$ cat config.mk
export PLATFORM = sky130hd
export DESIGN_NAME = cht_front
export DESIGN_NICKNAME = d
export VERILOG_FILES = /design/src/sv/chained_hash_table_engine_assert.svh /design/src/sv/cht_pkg.sv /design/src/sv/cht_front.sv
export SDC_FILE = /design/constraint.sdc
export NUM_CORES = 1
export LEC_CHECK = 0
export BUFFER_PORTS_ARGS = -buffer_cell sky130_fd_sc_hd__clkbuf_2
export CORE_MARGIN = 10
export CORE_UTILIZATION = 45
export CTS_CLUSTER_DIAMETER = 200
export DETAILED_ROUTE_END_ITERATION = 6
export GPL_TIMING_DRIVEN = 0
export PLACE_DENSITY_LB_ADDON = 0.2
export SLEW_MARGIN = 15
export SYNTH_ARGS = -nofsm -noshare
export SYNTH_HDL_FRONTEND = slang
export SYNTH_SLANG_ARGS = --single-unit
$ cat constraint.sdc
create_clock -name clock -period 9.93 [get_ports clock]
set_input_delay 1.4895 -clock clock [delete_from_list [all_inputs] [get_ports clock]]
set_output_delay 1.4895 -clock clock [all_outputs]
set_load 0.01 [all_outputs]
$ cat src/sv/chained_hash_table_engine_assert.svh
// ----------------------------------------------------------------------------
// Chained hash table engine assertion macros
// Shared concurrent property wrappers for the engine's checks.
// ----------------------------------------------------------------------------
`ifndef CHAINED_HASH_TABLE_ENGINE_ASSERT_SVH
`define CHAINED_HASH_TABLE_ENGINE_ASSERT_SVH

// same-cycle implication
`define CHT_ASSERT_NOW(lbl, clk, rst, ante, cons, msg) \
   lbl: assert property (@(posedge clk) disable iff (rst) (ante) |-> (cons)) \
      else $error(msg);

// next-cycle implication
`define CHT_ASSERT_NEXT(lbl, clk, rst, ante, cons, msg) \
   lbl: assert property (@(posedge clk) disable iff (rst) (ante) |=> (cons)) \
      else $error(msg);

`endif

$ cat src/sv/cht_pkg.sv
// ----------------------------------------------------------------------------
// Chained hash table package
// Sizes, codes and payload types shared by all modules, and the back end's key compare.
// ----------------------------------------------------------------------------
package cht_pkg;

   localparam int BUCKETS     = 256;
   localparam int ENTRIES     = 1024;
   localparam int BKT_W       = $clog2(BUCKETS);
   localparam int PTR_W       = $clog2(ENTRIES);
   localparam int IDX_W       = $clog2(ENTRIES + 1);
   localparam int BCNT_W      = $clog2(BUCKETS + 1);
   localparam int QUEUE_DEPTH = 2;
   localparam int QPTR_W      = $clog2(QUEUE_DEPTH);
   localparam int QCNT_W      = $clog2(QUEUE_DEPTH + 1);

   localparam logic [IDX_W-1:0] NIL_IDX = IDX_W'(ENTRIES);

   // request modes
   localparam logic [1:0] MODE_INSERT = 2'd0;
   localparam logic [1:0] MODE_LOOKUP = 2'd1;
   localparam logic [1:0] MODE_REMOVE = 2'd2;
   localparam logic [1:0] MODE_COUNT  = 2'd3;

   // response status
   localparam logic [1:0] STATUS_OK        = 2'd0;
   localparam logic [1:0] STATUS_NOT_FOUND = 2'd1;
   localparam logic [1:0] STATUS_FULL      = 2'd2;

   // key kinds
   localparam logic [1:0] KIND_ID32 = 2'd0;
   localparam logic [1:0] KIND_ID16 = 2'd1;
   localparam logic [1:0] KIND_MUL  = 2'd2;

   // register indexes
   localparam logic [1:0] CSR_BUCKET_COUNT = 2'd0;
   localparam logic [1:0] CSR_KEY_KIND     = 2'd1;

   typedef struct packed {
      logic [1:0]  mode;
      logic [63:0] key;
      logic [31:0] data;
   } req_type;

   typedef struct packed {
      logic [1:0]  status;
      logic [31:0] found_data;
      logic [10:0] entry_count;
   } rsp_type;

   // classified request handed from front to back
   typedef struct packed {
      logic [1:0]       mode;
      logic [63:0]      key;
      logic [31:0]      data;
      logic [1:0]       kind;
      logic [31:0]      hash;
      logic [BKT_W-1:0] bucket;
   } item_type;

   // one stored record, less its link
   typedef struct packed {
      logic [63:0] key;
      logic [31:0] data;
      logic [31:0] hash;
   } entry_type;

   function automatic logic keys_equal(input logic [1:0] kind, input logic [63:0] x,
                                       input logic [63:0] y);
      logic eq;
      case (kind)
         KIND_ID16: eq = (x[15:0] == y[15:0]);
         KIND_MUL:  eq = (x == y);
         default:   eq = (x[31:0] == y[31:0]);
      endcase
      return eq;
   endfunction

endpackage

$ cat src/sv/cht_front.sv
// ----------------------------------------------------------------------------
// Chained hash table front end
// Accepts requests, computes the hash and reduces it to a bucket index.
// ----------------------------------------------------------------------------
module cht_front (
   input  logic                          clock,
   input  logic                          reset,
   input  logic                          req_valid,
   output logic                          req_stall,
   input  cht_pkg::req_type              req_payload,
   input  logic [cht_pkg::BCNT_W-1:0]    bucket_count,
   input  logic [1:0]                    key_kind,
   output logic                          q_valid,
   input  logic                          q_stall,
   output cht_pkg::item_type             q_item
);
   import cht_pkg::*;

   localparam logic [1:0] F_IDLE = 2'd0;
   localparam logic [1:0] F_HASH = 2'd1;
   localparam logic [1:0] F_MOD  = 2'd2;
   localparam logic [1:0] F_PUSH = 2'd3;

   logic [1:0]        state_ff, state_in;
   req_type           req_ff;
   logic [1:0]        kind_ff;
   logic [BCNT_W-1:0] n_ff;
   logic [31:0]       hash_ff, hash_in;
   logic [31:0]       shift_ff, shift_in;
   logic [BCNT_W-1:0] rem_ff, rem_in;
   logic [3:0]        cnt_ff, cnt_in;
   logic [31:0]       a_word;
   logic [31:0]       a_plus;

   assign a_word = req_ff.key[31:0];
   assign a_plus = a_word + 32'd1;

   assign req_stall = (state_ff != F_IDLE);
   assign q_valid   = (state_ff == F_PUSH);

   assign q_item.mode   = req_ff.mode;
   assign q_item.key    = req_ff.key;
   assign q_item.data   = req_ff.data;
   assign q_item.kind   = kind_ff;
   assign q_item.hash   = hash_ff;
   assign q_item.bucket = rem_ff[BKT_W-1:0];

   // hash select, then two restoring remainder steps per cycle
   always_comb begin
      logic [BCNT_W:0]   t;
      logic [BCNT_W-1:0] r;
      logic [31:0]       s;
      state_in = state_ff;
      hash_in  = hash_ff;
      shift_in = shift_ff;
      rem_in   = rem_ff;
      cnt_in   = cnt_ff;
      r = rem_ff;
      s = shift_ff;
      case (state_ff)
         F_IDLE: begin
            if (req_valid) begin
               state_in = F_HASH;
            end
         end
         F_HASH: begin
            case (kind_ff)
               KIND_ID16: hash_in = {16'd0, a_word[15:0]};
               KIND_MUL:  hash_in = a_word * a_plus;
               default:   hash_in = a_word;
            endcase
            shift_in = hash_in;
            rem_in   = '0;
            cnt_in   = '0;
            state_in = F_MOD;
         end
         F_MOD: begin
            for (int i = 0; i < 2; i++) begin
               t = {r, s[31]};
               if (t >= {1'b0, n_ff}) begin
                  t = t - {1'b0, n_ff};
               end
               r = t[BCNT_W-1:0];
               s = {s[30:0], 1'b0};
            end
            rem_in   = r;
            shift_in = s;
            cnt_in   = cnt_ff + 4'd1;
            if (cnt_ff == 4'd15) begin
               state_in = F_PUSH;
            end
         end
         F_PUSH: begin
            if (!q_stall) begin
               state_in = F_IDLE;
            end
         end
         default: state_in = F_IDLE;
      endcase
   end

   always_ff @(posedge clock) begin
      if (reset) begin
         state_ff <= F_IDLE;
      end else begin
         state_ff <= state_in;
      end
   end

   // request capture with register normalization
   always_ff @(posedge clock) begin
      if (state_ff == F_IDLE && req_valid) begin
         req_ff  <= req_payload;
         kind_ff <= (key_kind == KIND_ID16 || key_kind == KIND_MUL) ? key_kind : KIND_ID32;
         if (bucket_count == '0) begin
            n_ff <= BCNT_W'(1);
         end else if (bucket_count > BCNT_W'(BUCKETS)) begin
            n_ff <= BCNT_W'(BUCKETS);
         end else begin
            n_ff <= bucket_count;
         end
      end
      hash_ff  <= hash_in;
      shift_ff <= shift_in;
      rem_ff   <= rem_in;
      cnt_ff   <= cnt_in;
   end

endmodule

==> out/metrics.cfg <==
[critical_path]
slowest_delay_ns=0.59
crit_slowest_cell=fa_1
crit_path_frequent_cell=fa_1
ff2ff_setup_slack_ns=0.29
worst-path-buf-inv=5
r2r_cells=27
required_ns=10.16
cp_top_family=adder cells
cp.arrival_ns=9.87
critPathMaxFanout=10
path_class=flip-flop to flip-flop
worstSetupEndpointType=flip-flop
r2r_end=shift_ff[31]
r2r_start=q_item[77]
startpoint_type=flip-flop

[cts]
cts-root-buf=clkbuf_16
ctsHtreeMaxLevel=4
holdBufCountCts=0
clk_latency_ns=0.50
tritoncts=built
cts.path.max_buffers=2
cts_buffers=17
cts_sinks=188
path_clk_slew_ns=0.10

[global_route]
grt_overflow=0
antenna_found_initial=2
grt_pass1_vias=19700
track_usage=0.261
grt_pass1_wl_mm=123
grt_max_degree=33

[timing]
setup_viol=0
period_minus_slack_ns=9.64
fin_crit_sh=0.971
tightest_slew_ns=1.13
slew_headroom=0.250
slew_violations=0
fmax_ghz=0.104
finalSetupTns_ns=0
finalClockSkew_ns=0.0329
finalHoldViolCount=0
rsz0062_at_grt=false

[worst_hold_path]
hp-class=flip-flop to flip-flop
min_to=shift_ff[11]
hold_path_startpoint=shift_ff[9]
hold_depth=1

[detailed_routing]
drc_errors=0
final_antenna_net_count=0
vias=18100
drt-vias-per-instance=5.37
dr.pass1.iters=7
wirelength_mm=80.7
drtIter0Drc=1613
wire_per_inst_um=24.0

[synthesis]
ys.flop_type=edfxtp_1
async_flop_share=0
seq_area_frac_synth=0.230
synth-seq-cells=188
netlist_area_sq_um=24500
syn_inst=2357
synth.distinct_cells=59
syn_area_per_cell_sq_um=10.4
synth-edff-count=186
synth_nets=3045
synth_warnings=0

[placement]
port_buffers=254
place_congestion=0.983
placed_cell_area_sq_um=26700
place_inst=3312
dp_hpwl_mm=66.6

[run_status]
status=finished clean

[cells_and_area]
layout_common_cells=inv_1, fa_1, clkbuf_2
final_area_sq_um=27800
fin_cells=3365
num-nets-final=3343
final_common_cell=inv_1
n_fill_cell=4901
seq_area_sq_um=5630
multi_input_area_sq_um=16800
area_growth_pct=13.8
drive_above_1_share=0.161

[die]
start_util=0.455
core_sq_um=53800
placementRows=85
die-area_sq_um=64100
num_io_pins=255
die-width_um=253
die_h_um=253

[flow_run]
drv_cap=0

-- how the worst max path moves through the flow --
stage | startpoint | to | slack (ns) | depth (start not counted)
3_3_place_gp | q_item[77] | shift_ff[31] | -0.90 | 26
2_1_floorplan | q_item[75] | shift_ff[31] | 1.26 | 31
5_1_grt | q_item[80] | shift_ff[31] | 0.02 | 32
3_5_place_dp | q_item[79] | shift_ff[31] | -1.12 | 26
4_1_cts | q_item[80] | shift_ff[31] | 0.0003 | 32
6_report | q_item[77] | shift_ff[31] | 0.29 | 27
-- routing by layer --
| metal | vias to the layer above | GRT usage | share of wire |
|---|---|---|---|
| li1 | 7829 | - | - |
| met1 | 9231 | 0.325 | 0.39 |
| met2 | 841 | 0.429 | 0.48 |
| met3 | 166 | 0.0569 | 0.087 |
| met4 | 2 | 0.117 | 0.045 |
| met5 | - | 0 | 0.00011 |
-- cells in the mapped netlist, drive strengths merged, types with 6 or more instances --
master | instances | area share
nor2 | 57 | 0.0087
buf | 13 | 0.0034
xnor2 | 70 | 0.025
nand2b | 169 | 0.043
ha | 165 | 0.084
nand2 | 149 | 0.023
xor2 | 32 | 0.012
and3 | 8 | 0.0020
nor2b | 194 | 0.050
edfxtp | 186 | 0.23
o21ai | 53 | 0.011
nand4 | 18 | 0.0049
fa | 410 | 0.34
nor3 | 6 | 0.0014
a21oi | 34 | 0.0070
and2 | 58 | 0.015
mux2i | 7 | 0.0029
mux2 | 30 | 0.014
inv | 472 | 0.072
a21o | 25 | 0.0077
nor4 | 8 | 0.0027
o21a | 7 | 0.0021
nand3 | 17 | 0.0035
o31ai | 7 | 0.0021
clkbuf | 106 | 0.016
-- logic make-up (layout without fill, tap and decap cells) --
group,after synthesis,in the layout,synth area share
fa+ha+maj,575,575,0.420
other cells,0,1,0
flops,188,188,0.230
buf+inv,591,902,0.0921
xor+xnor,107,107,0.0417
compound gates,156,156,0.0398
simple gates,703,703,0.160
mux,37,37,0.0167
-- per-stage QoR --
stage                     worst slack (ns)  utilization  hold slack [ns]
after floorplan                       1.26            -            0.505
after global placement              -0.897        0.494            0.518
after detailed placement             -1.12        0.497            0.535
after CTS                         0.000274        0.511            0.544
after global routing                0.0163        0.517            0.571
final                                0.286        0.517            0.543
-- flip-flops by register name, summed over array words and instances (netlist names) --
name	flops
kind_ff	2
n_ff	9
q_item	98
rem_ff	9
state_ff	2
hash_ff	32
cnt_ff	4
shift_ff	32
-- area by class of cell --
type | count | share of cell area
antenna | 1 | 0.0000899
timing repair buffer | 286 | 0.0574
clock buffer | 18 | 0.0154
multi-input combinational | 1578 | 0.604
sequential | 188 | 0.202
tap | 696 | 0.0313
inverter | 472 | 0.0636
clock inverter | 14 | 0.00665
buffer | 112 | 0.0192
-- what timing repair did --
item	in CTS	in global routing
setup buffers	5	22
endpoints found under the setup margin	25	16
resized for setup	51	57
pin swaps	0	8
Power is not shown: default switching activity piles up to over one toggle a cycle in this logic, so the estimate is an artifact.
