File: src/sv/chained_hash_table_engine_assert.svh
// ----------------------------------------------------------------------------
// Chained hash table engine assertion macros
// Shared concurrent property wrappers for the engine's checks.
// ----------------------------------------------------------------------------
`ifndef CHAINED_HASH_TABLE_ENGINE_ASSERT_SVH
`define CHAINED_HASH_TABLE_ENGINE_ASSERT_SVH

// same-cycle implication
`define CHT_ASSERT_NOW(lbl, clk, rst, ante, cons, msg) \
   lbl: assert property (@(posedge clk) disable iff (rst) (ante) |-> (cons)) \
      else $error(msg);

// next-cycle implication
`define CHT_ASSERT_NEXT(lbl, clk, rst, ante, cons, msg) \
   lbl: assert property (@(posedge clk) disable iff (rst) (ante) |=> (cons)) \
      else $error(msg);

`endif

File: src/sv/cht_pkg.sv
// ----------------------------------------------------------------------------
// Chained hash table package
// Sizes, codes and payload types shared by all modules, and the back end's key compare.
// ----------------------------------------------------------------------------
package cht_pkg;

   localparam int BUCKETS     = 256;
   localparam int ENTRIES     = 1024;
   localparam int BKT_W       = $clog2(BUCKETS);
   localparam int PTR_W       = $clog2(ENTRIES);
   localparam int IDX_W       = $clog2(ENTRIES + 1);
   localparam int BCNT_W      = $clog2(BUCKETS + 1);
   localparam int QUEUE_DEPTH = 2;
   localparam int QPTR_W      = $clog2(QUEUE_DEPTH);
   localparam int QCNT_W      = $clog2(QUEUE_DEPTH + 1);

   localparam logic [IDX_W-1:0] NIL_IDX = IDX_W'(ENTRIES);

   // request modes
   localparam logic [1:0] MODE_INSERT = 2'd0;
   localparam logic [1:0] MODE_LOOKUP = 2'd1;
   localparam logic [1:0] MODE_REMOVE = 2'd2;
   localparam logic [1:0] MODE_COUNT  = 2'd3;

   // response status
   localparam logic [1:0] STATUS_OK        = 2'd0;
   localparam logic [1:0] STATUS_NOT_FOUND = 2'd1;
   localparam logic [1:0] STATUS_FULL      = 2'd2;

   // key kinds
   localparam logic [1:0] KIND_ID32 = 2'd0;
   localparam logic [1:0] KIND_ID16 = 2'd1;
   localparam logic [1:0] KIND_MUL  = 2'd2;

   // register indexes
   localparam logic [1:0] CSR_BUCKET_COUNT = 2'd0;
   localparam logic [1:0] CSR_KEY_KIND     = 2'd1;

   typedef struct packed {
      logic [1:0]  mode;
      logic [63:0] key;
      logic [31:0] data;
   } req_type;

   typedef struct packed {
      logic [1:0]  status;
      logic [31:0] found_data;
      logic [10:0] entry_count;
   } rsp_type;

   // classified request handed from front to back
   typedef struct packed {
      logic [1:0]       mode;
      logic [63:0]      key;
      logic [31:0]      data;
      logic [1:0]       kind;
      logic [31:0]      hash;
      logic [BKT_W-1:0] bucket;
   } item_type;

   // one stored record, less its link
   typedef struct packed {
      logic [63:0] key;
      logic [31:0] data;
      logic [31:0] hash;
   } entry_type;

   function automatic logic keys_equal(input logic [1:0] kind, input logic [63:0] x,
                                       input logic [63:0] y);
      logic eq;
      case (kind)
         KIND_ID16: eq = (x[15:0] == y[15:0]);
         KIND_MUL:  eq = (x == y);
         default:   eq = (x[31:0] == y[31:0]);
      endcase
      return eq;
   endfunction

endpackage

File: src/sv/cht_queue.sv
// ----------------------------------------------------------------------------
// Chained hash table item queue
// Short FIFO between the front end and the table back end.
// ----------------------------------------------------------------------------
module cht_queue (
   input  logic              clock,
   input  logic              reset,
   input  logic              push_valid,
   output logic              push_stall,
   input  cht_pkg::item_type push_item,
   output logic              pop_valid,
   input  logic              pop_stall,
   output cht_pkg::item_type pop_item
);
   import cht_pkg::*;

   item_type          slot_ff [QUEUE_DEPTH];
   logic [QPTR_W-1:0] wr_ff, rd_ff;
   logic [QCNT_W-1:0] cnt_ff;
   logic              do_push, do_pop;

   assign push_stall = (cnt_ff == QCNT_W'(QUEUE_DEPTH));
   assign pop_valid  = (cnt_ff != '0);
   assign pop_item   = slot_ff[rd_ff];
   assign do_push    = push_valid && !push_stall;
   assign do_pop     = pop_valid && !pop_stall;

   // pointers and fill count
   always_ff @(posedge clock) begin
      if (reset) begin
         wr_ff  <= '0;
         rd_ff  <= '0;
         cnt_ff <= '0;
      end else begin
         if (do_push) begin
            wr_ff <= (wr_ff == QPTR_W'(QUEUE_DEPTH - 1)) ? '0 : wr_ff + QPTR_W'(1);
         end
         if (do_pop) begin
            rd_ff <= (rd_ff == QPTR_W'(QUEUE_DEPTH - 1)) ? '0 : rd_ff + QPTR_W'(1);
         end
         if (do_push && !do_pop) begin
            cnt_ff <= cnt_ff + QCNT_W'(1);
         end else if (do_pop && !do_push) begin
            cnt_ff <= cnt_ff - QCNT_W'(1);
         end
      end
   end

   always_ff @(posedge clock) begin
      if (do_push) begin
         slot_ff[wr_ff] <= push_item;
      end
   end

endmodule

File: config.mk
export PLATFORM = sky130hd
export DESIGN_NAME = cht_queue
export DESIGN_NICKNAME = d
export VERILOG_FILES = /design/src/sv/chained_hash_table_engine_assert.svh /design/src/sv/cht_pkg.sv /design/src/sv/cht_queue.sv
export SDC_FILE = /design/constraint.sdc
export NUM_CORES = 1
export LEC_CHECK = 0
export CAP_MARGIN = 20
export CORE_MARGIN = 2
export CORE_UTILIZATION = 59
export CTS_BUF_LIST = sky130_fd_sc_hd__clkbuf_2
export DETAILED_ROUTE_END_ITERATION = 12
export DONT_BUFFER_PORTS = 1
export PLACE_DENSITY = 0.85
export SYNTH_ARGS = -nofsm -noshare
export SYNTH_HDL_FRONTEND = slang
export SYNTH_SLANG_ARGS = --single-unit
File: constraint.sdc
create_clock -name clock -period 5.1 [get_ports clock]
set_clock_uncertainty 0.2 [all_clocks]
set_input_delay 1.02 -clock clock [delete_from_list [all_inputs] [get_ports clock]]
set_output_delay 1.02 -clock clock [all_outputs]
set_load 0.005 [all_outputs]
==> run_results.csv, run 1 <==
group,metric,value,unit
clock_network,cts_buffers,66,
yosys,ys_ff_latch,285,
setup_path,start_kind,"register",
power,power,5.69,mW
floorplanning,core,0.0179,sq mm
timing,post-route-period-util,71.1,%
grt,top_usage_layer,"met2",
clock_network,cts_sinks,285,
floorplanning,initial_core_util,60.0,%
yosys,yosys.area.top_type,"edfxtp_1",
yosys,ys_warn_count,0,
timing,finalSetupTns,0,ns
yosys,synthTopCellsByArea,"edfxtp_1, mux2_4, mux2_2",
grt,grt_pass1_vias,4672,
setup_path,path_class,"reg2out",
yosys,ys_types,18,
clock_network,htreeDepth,3,
floorplanning,die_y,139,um
floorplanning,die_x,139,um
detailed_routing,num_vias,4392,
detailed_routing,dr.pass1.iters,4,
layout,final_layout_size_suffix_gt1_share,44.8,%
grt,grt_overflow,0,
yosys,yosysSeqAreaShare,79.2,%
timing,setup_viol,0,
yosys,synth_top_area_share,78.3,%
power,clock_power_share,25.2,%
layout,fin_cells,790,
yosys,syn-cell-area,0.0107,sq mm
setup_path,arrival,2.41,ns
power,leakage,4.06,nW
power,switching_power,1.50,mW
grt,antenna_found_initial,1,
power,p_seq_share,53.2,%
clock_network,cts-root-buf,"clkbuf_2",
grt,use_met1,18.5,%
power,swShare,26.4,%
detailed_routing,wl,18000,um
floorplanning,pin_count,286,
detailed_routing,ant_nets,0,
grt,use_met3,12.3,%
place,portBuffers,0,
hold_path,hold_class,"in2reg",
timing,rsz0062_at_grt,"no",
power,p_per_area,492,mW/mm^2
setup_path,cp_max_fo,140,
timing,max_slew_margin,26.4,%
run,cap_violations,0,
timing,slew_viol_final,0,
timing,period_minus_slack,3.63,ns
clock_network,hold_buffers,0,
timing,max_freq,276,MHz
detailed_routing,drc,0,
clock_network,clk_pin_slew_worst_paths,0.10,ns
layout,nNetsFinal,662,
floorplanning,die_area,0.0193,sq mm
clock_network,cts_resized,0,
yosys,synthCells,461,
detailed_routing,vias_per_cell,5.56,
place,routabilityCongestion,0.739,
clock_network,cts_setup_buffers,0,
detailed_routing,dr.first_iter.drc_count,150,
place,dpl.cell_count,678,
clock_network,worst_skew_pair.late_latency,0.74,ns
clock_network,cts_tree,"yes",
layout,area_delta_synth_final,7.65,%
timing,worst_slew_pin_slew,1.10,ns
grt,grt_usage,18.3,%
timing,hold_violations,0,
status,status,"finished clean",
grt,gr-usage-met2,29.6,%
detailed_routing,wl_per_cell,22.8,um
power,p_int,4.19,mW
setup_path,endpoint_kind,"primary output",
yosys,syn-num-nets,606,
grt,grt_pass1_wl,26600,um
clock_network,cts_max_path_buffers,3,
power,peakVddDrop,0.602,mV
power,combPwrFrac,21.7,%
setup_path,critical_path_required,3.88,ns
yosys,syn_avg_cell_area,23.3,sq um
floorplanning,rows,49,
grt,grt_max_degree,141,
==> path summary, 6_finish.rpt <==
check	start	end	slack, ns	depth (start not counted)
setup / recovery	register	pop_item[126]	1.47	2
hold / removal	reset	register	0.12	1
setup reg to reg	cnt_ff[0]	slot_ff[1][83]	2.43	4
hold reg to reg	rd_ff	register	0.29	2
==> cell families (layout without fill, tap and decap cells) <==
logic type                 Yosys count  after routing  share of synthesized area, %
muxes                              140            140                          18.2
DFF                                285            285                          79.2
and+or+nand+nor                      9              9                         0.454
adders and majority gates            1              1                         0.116
xor gates and xnor gates             3              3                         0.245
AOI/OAI and AO/OA                    5              5                         0.256
other                                0              1                             0
buffers and inverters               18            117                          1.55
==> synthesized netlist by cell type <==
| library cell | count |
|---|---|
| edfxtp_1 | 280 |
| mux2_4 | 100 |
| mux2_2 | 40 |
| buf_6 | 11 |
| dfxtp_1 | 5 |
| buf_2 | 4 |
| nor2_1 | 4 |
| xor2_1 | 3 |
| a21oi_1 | 2 |
| inv_1 | 2 |
| o21ai_0 | 2 |
| or3_1 | 2 |
| and2_1 | 1 |
| buf_8 | 1 |
| ha_1 | 1 |
| nor2b_2 | 1 |
| o21bai_1 | 1 |
| or2_2 | 1 |
==> stage by stage <==
| step | setup WS, ns | cell area, sq um | hold WS (ns) | utilization, % |
|---|---|---|---|---|
| after floorplan | 0.270 | 10700 | 0.252 | - |
| after global placement | 1.97 | 10900 | 0.266 | 61.1 |
| after detailed placement | 1.88 | 10900 | 0.287 | 61.1 |
| after CTS | 1.46 | 11600 | 0.0147 | 64.6 |
| after global routing | 1.38 | 11600 | 0.000748 | 64.6 |
| final | 1.47 | 11600 | 0.123 | 64.6 |
==> per-layer routing <==
| layer | vias up | routed length, um |
|---|---|---|
| met4 | 0 | 315 |
| li1 | 1981 | - |
| met3 | 27 | 2740 |
| met1 | 2111 | 6060 |
| met2 | 273 | 8910 |
| met5 | - | 0 |
==> sequential cells by signal, summed over array words and instances, names as in the netlist, named ones only <==
name	flops
rd_ff	1
cnt_ff	2
wr_ff	1
slot_ff	280
==> critical path: stages (launching register included) <==
cell,delay (ns)
dfxtp_4,0.36
buf_12,0.53
mux2_2,0.45
==> layout by cell type (no fill, tap or decap), drive strengths merged <==
| cell type | count |
|---|---|
| dfxtp | 5 |
| ha | 1 |
| buf | 4 |
| o21bai | 1 |
| diode | 1 |
| a21oi | 2 |
| or2 | 1 |
| and2 | 1 |
| mux2 | 140 |
| nor2 | 4 |
| bufinv | 3 |
| edfxtp | 280 |
| clkinv | 12 |
| clkbuf | 92 |
| or3 | 2 |
| o21ai | 2 |
| nor2b | 1 |
| inv | 3 |
| xor2 | 3 |
| clkinvlp | 3 |
==> power groups by stage <==
stage / combinational (mW) / sequential (mW) / clock [mW]
after floorplan: 1.07 / 3.08 / 0
after global routing: 1.31 / 3.05 / 1.62
after detailed placement: 1.25 / 3.08 / 0
after global placement: 1.21 / 3.06 / 0
after CTS: 1.25 / 3.03 / 1.49
final: 1.23 / 3.02 / 1.43
==> cell type report <==
class | count | area, sq um
multi-input cells | 158 | 2070
fillers | 1176 | 6340
clock inverters | 19 | 165
well taps | 229 | 287
flip-flops and latches | 285 | 8510
clock buffers | 92 | 460
repair buffers | 4 | 55.1
diodes | 1 | 2.50
inverters | 2 | 12.5
Note: power is estimated with default switching activity, not from simulation.
==> run 2, diff against run 1 <==
CORE_UTILIZATION = 61   (was 59)
PLACE_DENSITY = 0.84   (was 0.85)
clock period = 3.5 ns   (was 5.1 ns; I/O delays follow)
==> run_results.csv, run 2 (synthesized netlist as in run 1, its figures left out) <==
group,metric,value,unit
hold_path,worstHoldPathCells,1,
clock_network,worst_skew_pair.late_latency,0.74,ns
setup_path,critical_path_required,2.60,ns
timing,hold_ws,0.360,ns
hold_path,min_from,"push_item[120]",
grt,grt_pass1_vias,5666,
layout,area_delta_synth_final,21.8,%
setup_path,endpoint_kind,"primary output",
setup_path,arrival,2.21,ns
floorplanning,initial_core_util,62.3,%
grt,grt_max_degree,76,
detailed_routing,dr.pass1.iters,4,
grt,grt_pass1_wl,30300,um
timing,max_freq,321,MHz
hold_path,hold_class,"in2reg",
timing,setup_viol,0,
timing,post-route-period-util,88.9,%
detailed_routing,ant_nets,0,
layout,regMostFlops,"slot_ff",
timing,worst_slew_pin_slew,0.471,ns
timing,max_slew_margin,68.6,%
timing,period_minus_slack,3.11,ns
setup_path,path_class,"reg2out",
layout,final_cell_mix,"edfxtp_1, dlygate4sd3_1, mux2_4",
place,routabilityCongestion,0.799,
run,cap_violations,0,
floorplanning,die_y,137,um
power,switching_power,2.38,mW
grt,grt_overflow,0,
hold_path,hold_end,"slot_ff[0][120]",
power,power,8.61,mW
timing,rsz0062_at_grt,"no",
detailed_routing,drc,0,
layout,top_regs,"slot_ff x280, cnt_ff x2",
layout,finish.utilization,75.9,%
clock_network,cts_tree,"yes",
clock_network,cts_setup_buffers,0,
detailed_routing,wl_per_cell,22.8,um
detailed_routing,num_vias,5124,
setup_path,start_kind,"register",
clock_network,cts_sinks,285,
setup_path,regToRegStartpoint,"cnt_ff[1]",
layout,largest_reg_flops,280,
power,peakVddDrop,0.496,mV
power,leakage,4.70,nW
power,combPwrFrac,22.7,%
setup_path,regToRegEndpoint,"slot_ff[0][83]",
detailed_routing,dr.first_iter.drc_count,277,
floorplanning,die_x,137,um
status,status,"finished clean",
timing,hold_violations,0,
power,swShare,27.7,%
power,p_seq_share,52.0,%
floorplanning,die_area,0.0187,sq mm
clock_network,cts_max_path_buffers,3,
grt,antenna_found_initial,1,
place,portBuffers,0,
clock_network,cts-root-buf,"clkbuf_2",
timing,finalSetupTns,0,ns
clock_network,clk_pin_slew_worst_paths,0.18,ns
place,dp_hpwl,11800,um
grt,grt_usage,22.4,%
floorplanning,pin_count,286,
power,p_per_area,658,mW/mm^2
power,p_int,6.22,mW
layout,final_layout_size_suffix_gt1_share,35.6,%
timing,slew_viol_final,0,
clock_network,cts_buffers,68,
layout,nNetsFinal,810,
clock_network,htreeDepth,3,
floorplanning,core,0.0172,sq mm
setup_path,reg2reg_depth,4,
power,clock_power_share,25.3,%
detailed_routing,vias_per_cell,5.46,
setup_path,cp_max_fo,50,
layout,final_common_cell,"edfxtp_1",
setup_path,regToRegSetupSlack,1.45,ns
floorplanning,rows,48,
detailed_routing,wl,21400,um
## run 2: final cells by class
class,count,area (sq um)
sequential,285,8510
fill,886,4160
multi-input combinational,158,2070
timing repair buffer,150,1560
clock buffer,93,465
tap,225,282
clock inverter,23,165
inverter,2,16.3
antenna,3,7.51
## run 2: how the worst max path moves through the flow
stage	startpoint	to	slack, ns	cells after the start
after CTS	register	pop_item[124]	0.26	2
after detailed placement	register	pop_item[124]	1.13	2
after global routing	register	pop_item[124]	0.20	2
final	register	pop_item[123]	0.39	2
after floorplan	push_valid	slot_ff[0][0]	0.001	3
after global placement	register	pop_item[138]	1.17	2
## run 2: timing repair
action / 4_1_cts / 5_1_grt
hold buffers: 143 / 0
endpoints found under the hold margin: 285 / 0
endpoints found under the setup margin: 0 / 0
resized for setup: 0 / 0
## run 2: critical path, stage by stage (launching register included)
cell	delay, ns
dfxtp_4	0.66
buf_12	0.39
mux2_2	0.41
## run 2: routing by layer
| layer | vias to the layer above | track usage (%) | routed length (um) |
|---|---|---|---|
| li1 | 2281 | - | - |
| met1 | 2548 | 22.2 | 7390 |
| met2 | 254 | 40.4 | 11600 |
| met3 | 41 | 8.22 | 1700 |
| met4 | 0 | 12.0 | 668 |
| met5 | - | 0 | 0 |
## run 2: per-stage QoR
stage | instance area, sq um | std cells | worst slack, ns
after floorplan | 10800 | 461 | 0.00104
after global placement | 11000 | 677 | 1.17
after detailed placement | 11000 | 677 | 1.13
after CTS | 13100 | 936 | 0.261
after global routing | 13100 | 937 | 0.199
final | 13100 | 939 | 0.388
## run 2: power groups by stage
stage	combinational [mW]	sequential, mW	clock [mW]
global route	2.07	4.51	2.41
finish	1.95	4.48	2.18
global placement	1.75	4.50	0
CTS	1.94	4.46	2.19
floorplan	1.56	4.47	0
detailed placement	1.78	4.54	0
==> run 3, diff against run 2 <==
CORE_UTILIZATION = 59   (was 61)
PLACE_DENSITY = 0.85   (was 0.84)
SKIP_LAST_GASP = 1   (was unset)
clock period = 2.73 ns   (was 3.5 ns; I/O delays follow)
==> run_results.csv, run 3 (synthesized netlist as in run 1, its figures left out) <==
group,metric,value,unit
layout,largest_reg_flops,280,
layout,regMostFlops,"slot_ff",
setup_path,arrival,1.87,ns
clock_network,cts_buffers,69,
timing,slew_viol_final,0,
place,placed_area,0.0110,sq mm
place,dp_slack,0.619,ns
status,status,"finished clean",
layout,final_layout_size_suffix_gt1_share,37.0,%
layout,area_delta_synth_final,22.6,%
timing,hold_ws,0.213,ns
timing,hold_violations,0,
layout,final_cell_mix,"edfxtp_1, dlygate4sd3_1, mux2_4",
grt,grt_overflow,0,
timing,post-route-period-util,95.7,%
layout,nNetsFinal,820,
detailed_routing,num_vias,5137,
setup_path,critical_path_required,1.98,ns
clock_network,cts_tree,"yes",
setup_path,cp_max_fo,26,
clock_network,cts_max_path_buffers,3,
detailed_routing,ant_nets,0,
floorplanning,initial_core_util,60.0,%
hold_path,hold_class,"in2reg",
clock_network,cts_sinks,285,
clock_network,cts-root-buf,"clkbuf_2",
layout,final_cell_area,0.0132,sq mm
detailed_routing,vias_per_cell,5.46,
timing,period_minus_slack,2.61,ns
timing,max_slew_margin,58.8,%
grt,grt_pass1_vias,5627,
timing,worst_slew_pin_slew,0.619,ns
detailed_routing,drc,0,
clock_network,htreeDepth,3,
setup_path,regToRegEndpoint,"slot_ff[0][106]",
setup_path,endpoint,"pop_item[38]",
layout,register_area,0.00851,sq mm
place,dpl.cell_count,681,
setup_path,regToRegSetupSlack,0.61,ns
layout,top_regs,"slot_ff x280, cnt_ff x2",
floorplanning,core,0.0179,sq mm
clock_network,worst_skew_pair.late_latency,0.75,ns
timing,setup_viol,0,
layout,final_common_cell,"edfxtp_1",
timing,rsz0062_at_grt,"yes",
setup_path,start_kind,"register",
detailed_routing,wl,21800,um
detailed_routing,dr.pass1.iters,4,
grt,grt_usage,21.3,%
timing,max_freq,383,MHz
layout,multi_input_area,0.00208,sq mm
setup_path,regToRegStartpoint,"cnt_ff[0]",
grt,grt_max_degree,95,
power,peakVddDrop,0.616,mV
place,portBuffers,0,
floorplanning,rows,49,
clock_network,clk_pin_slew_worst_paths,0.11,ns
floorplanning,die_y,139,um
place,dp_hpwl,12400,um
detailed_routing,dr.first_iter.drc_count,251,
power,leakage,4.75,nW
place,routabilityCongestion,0.799,
floorplanning,pin_count,286,
layout,final.fill_count,1014,
detailed_routing,wl_per_cell,23.2,um
floorplanning,die_area,0.0193,sq mm
run,cap_violations,0,
layout,fin_cells,940,
hold_path,min_from,"push_item[22]",
setup_path,reg2reg_depth,4,
setup_path,path_class,"reg2out",
grt,grt_pass1_wl,31200,um
floorplanning,die_x,139,um
power,p_per_area,836,mW/mm^2
setup_path,endpoint_kind,"primary output",
grt,antenna_found_initial,2,
timing,timing.final.ws_setup,0.118,ns
-- run 3: how the worst min path moves through the flow --
stage | to | slack (ns) | depth (start not counted)
finish | slot_ff[1][22] | 0.21 | 1
floorplan | wr_ff | 0.26 | 2
CTS | slot_ff[1][52] | 0.13 | 1
global placement | wr_ff | 0.28 | 2
detailed placement | rd_ff | 0.32 | 2
global route | slot_ff[1][78] | 0.13 | 1
-- run 3: repair_timing --
action	CTS	global route
gates resized for setup	1	2
hold buffers	144	0
endpoints found under the hold margin	285	0
setup endpoints to repair	20	107
cloned	0	5
setup buffers	0	3
pin swaps	0	0
-- run 3: stage by stage --
stage                     TNS (ns)  total power, mW  util [%]
after floorplan             -85.55             7.74         -
final                            0             11.0      73.6
after CTS                   -0.605             10.9      72.7
after detailed placement         0             8.16      61.6
after global routing         -1.96             11.5      73.6
after global placement           0             8.05      61.6
-- run 3: metal layers --
layer | share of wire [%] | vias up | routed length [um] | global-route usage, %
met1 | 37 | 2516 | 8090 | 24.0
met4 | 2.5 | 0 | 541 | 7.87
met2 | 51 | 294 | 11100 | 36.5
li1 | - | 2282 | - | -
met5 | 0 | - | 0 | 0
met3 | 9.4 | 45 | 2050 | 9.01
-- run 3: cell type report --
type                       instances  share of cell area [%]
inverter                           2                   0.180
sequential                       285                    64.6
timing repair buffer             159                    13.1
antenna                            2                  0.0380
clock inverter                    12                   0.560
clock buffer                      93                    3.53
multi-input combinational        158                    15.8
tap                              229                    2.18
-- run 3: power by group --
part / internal [mW] / switching [mW] / total (mW)
combinational: 1.46 / 1.37 / 2.82
sequential: 5.49 / 0.167 / 5.66
clock: 0.995 / 1.54 / 2.53
-- run 3: critical path: stages (launching register included) --
cell       delay (ns)
dfxtp_4          0.36
buf_4            0.15
clkbuf_16        0.25
mux2_4           0.34
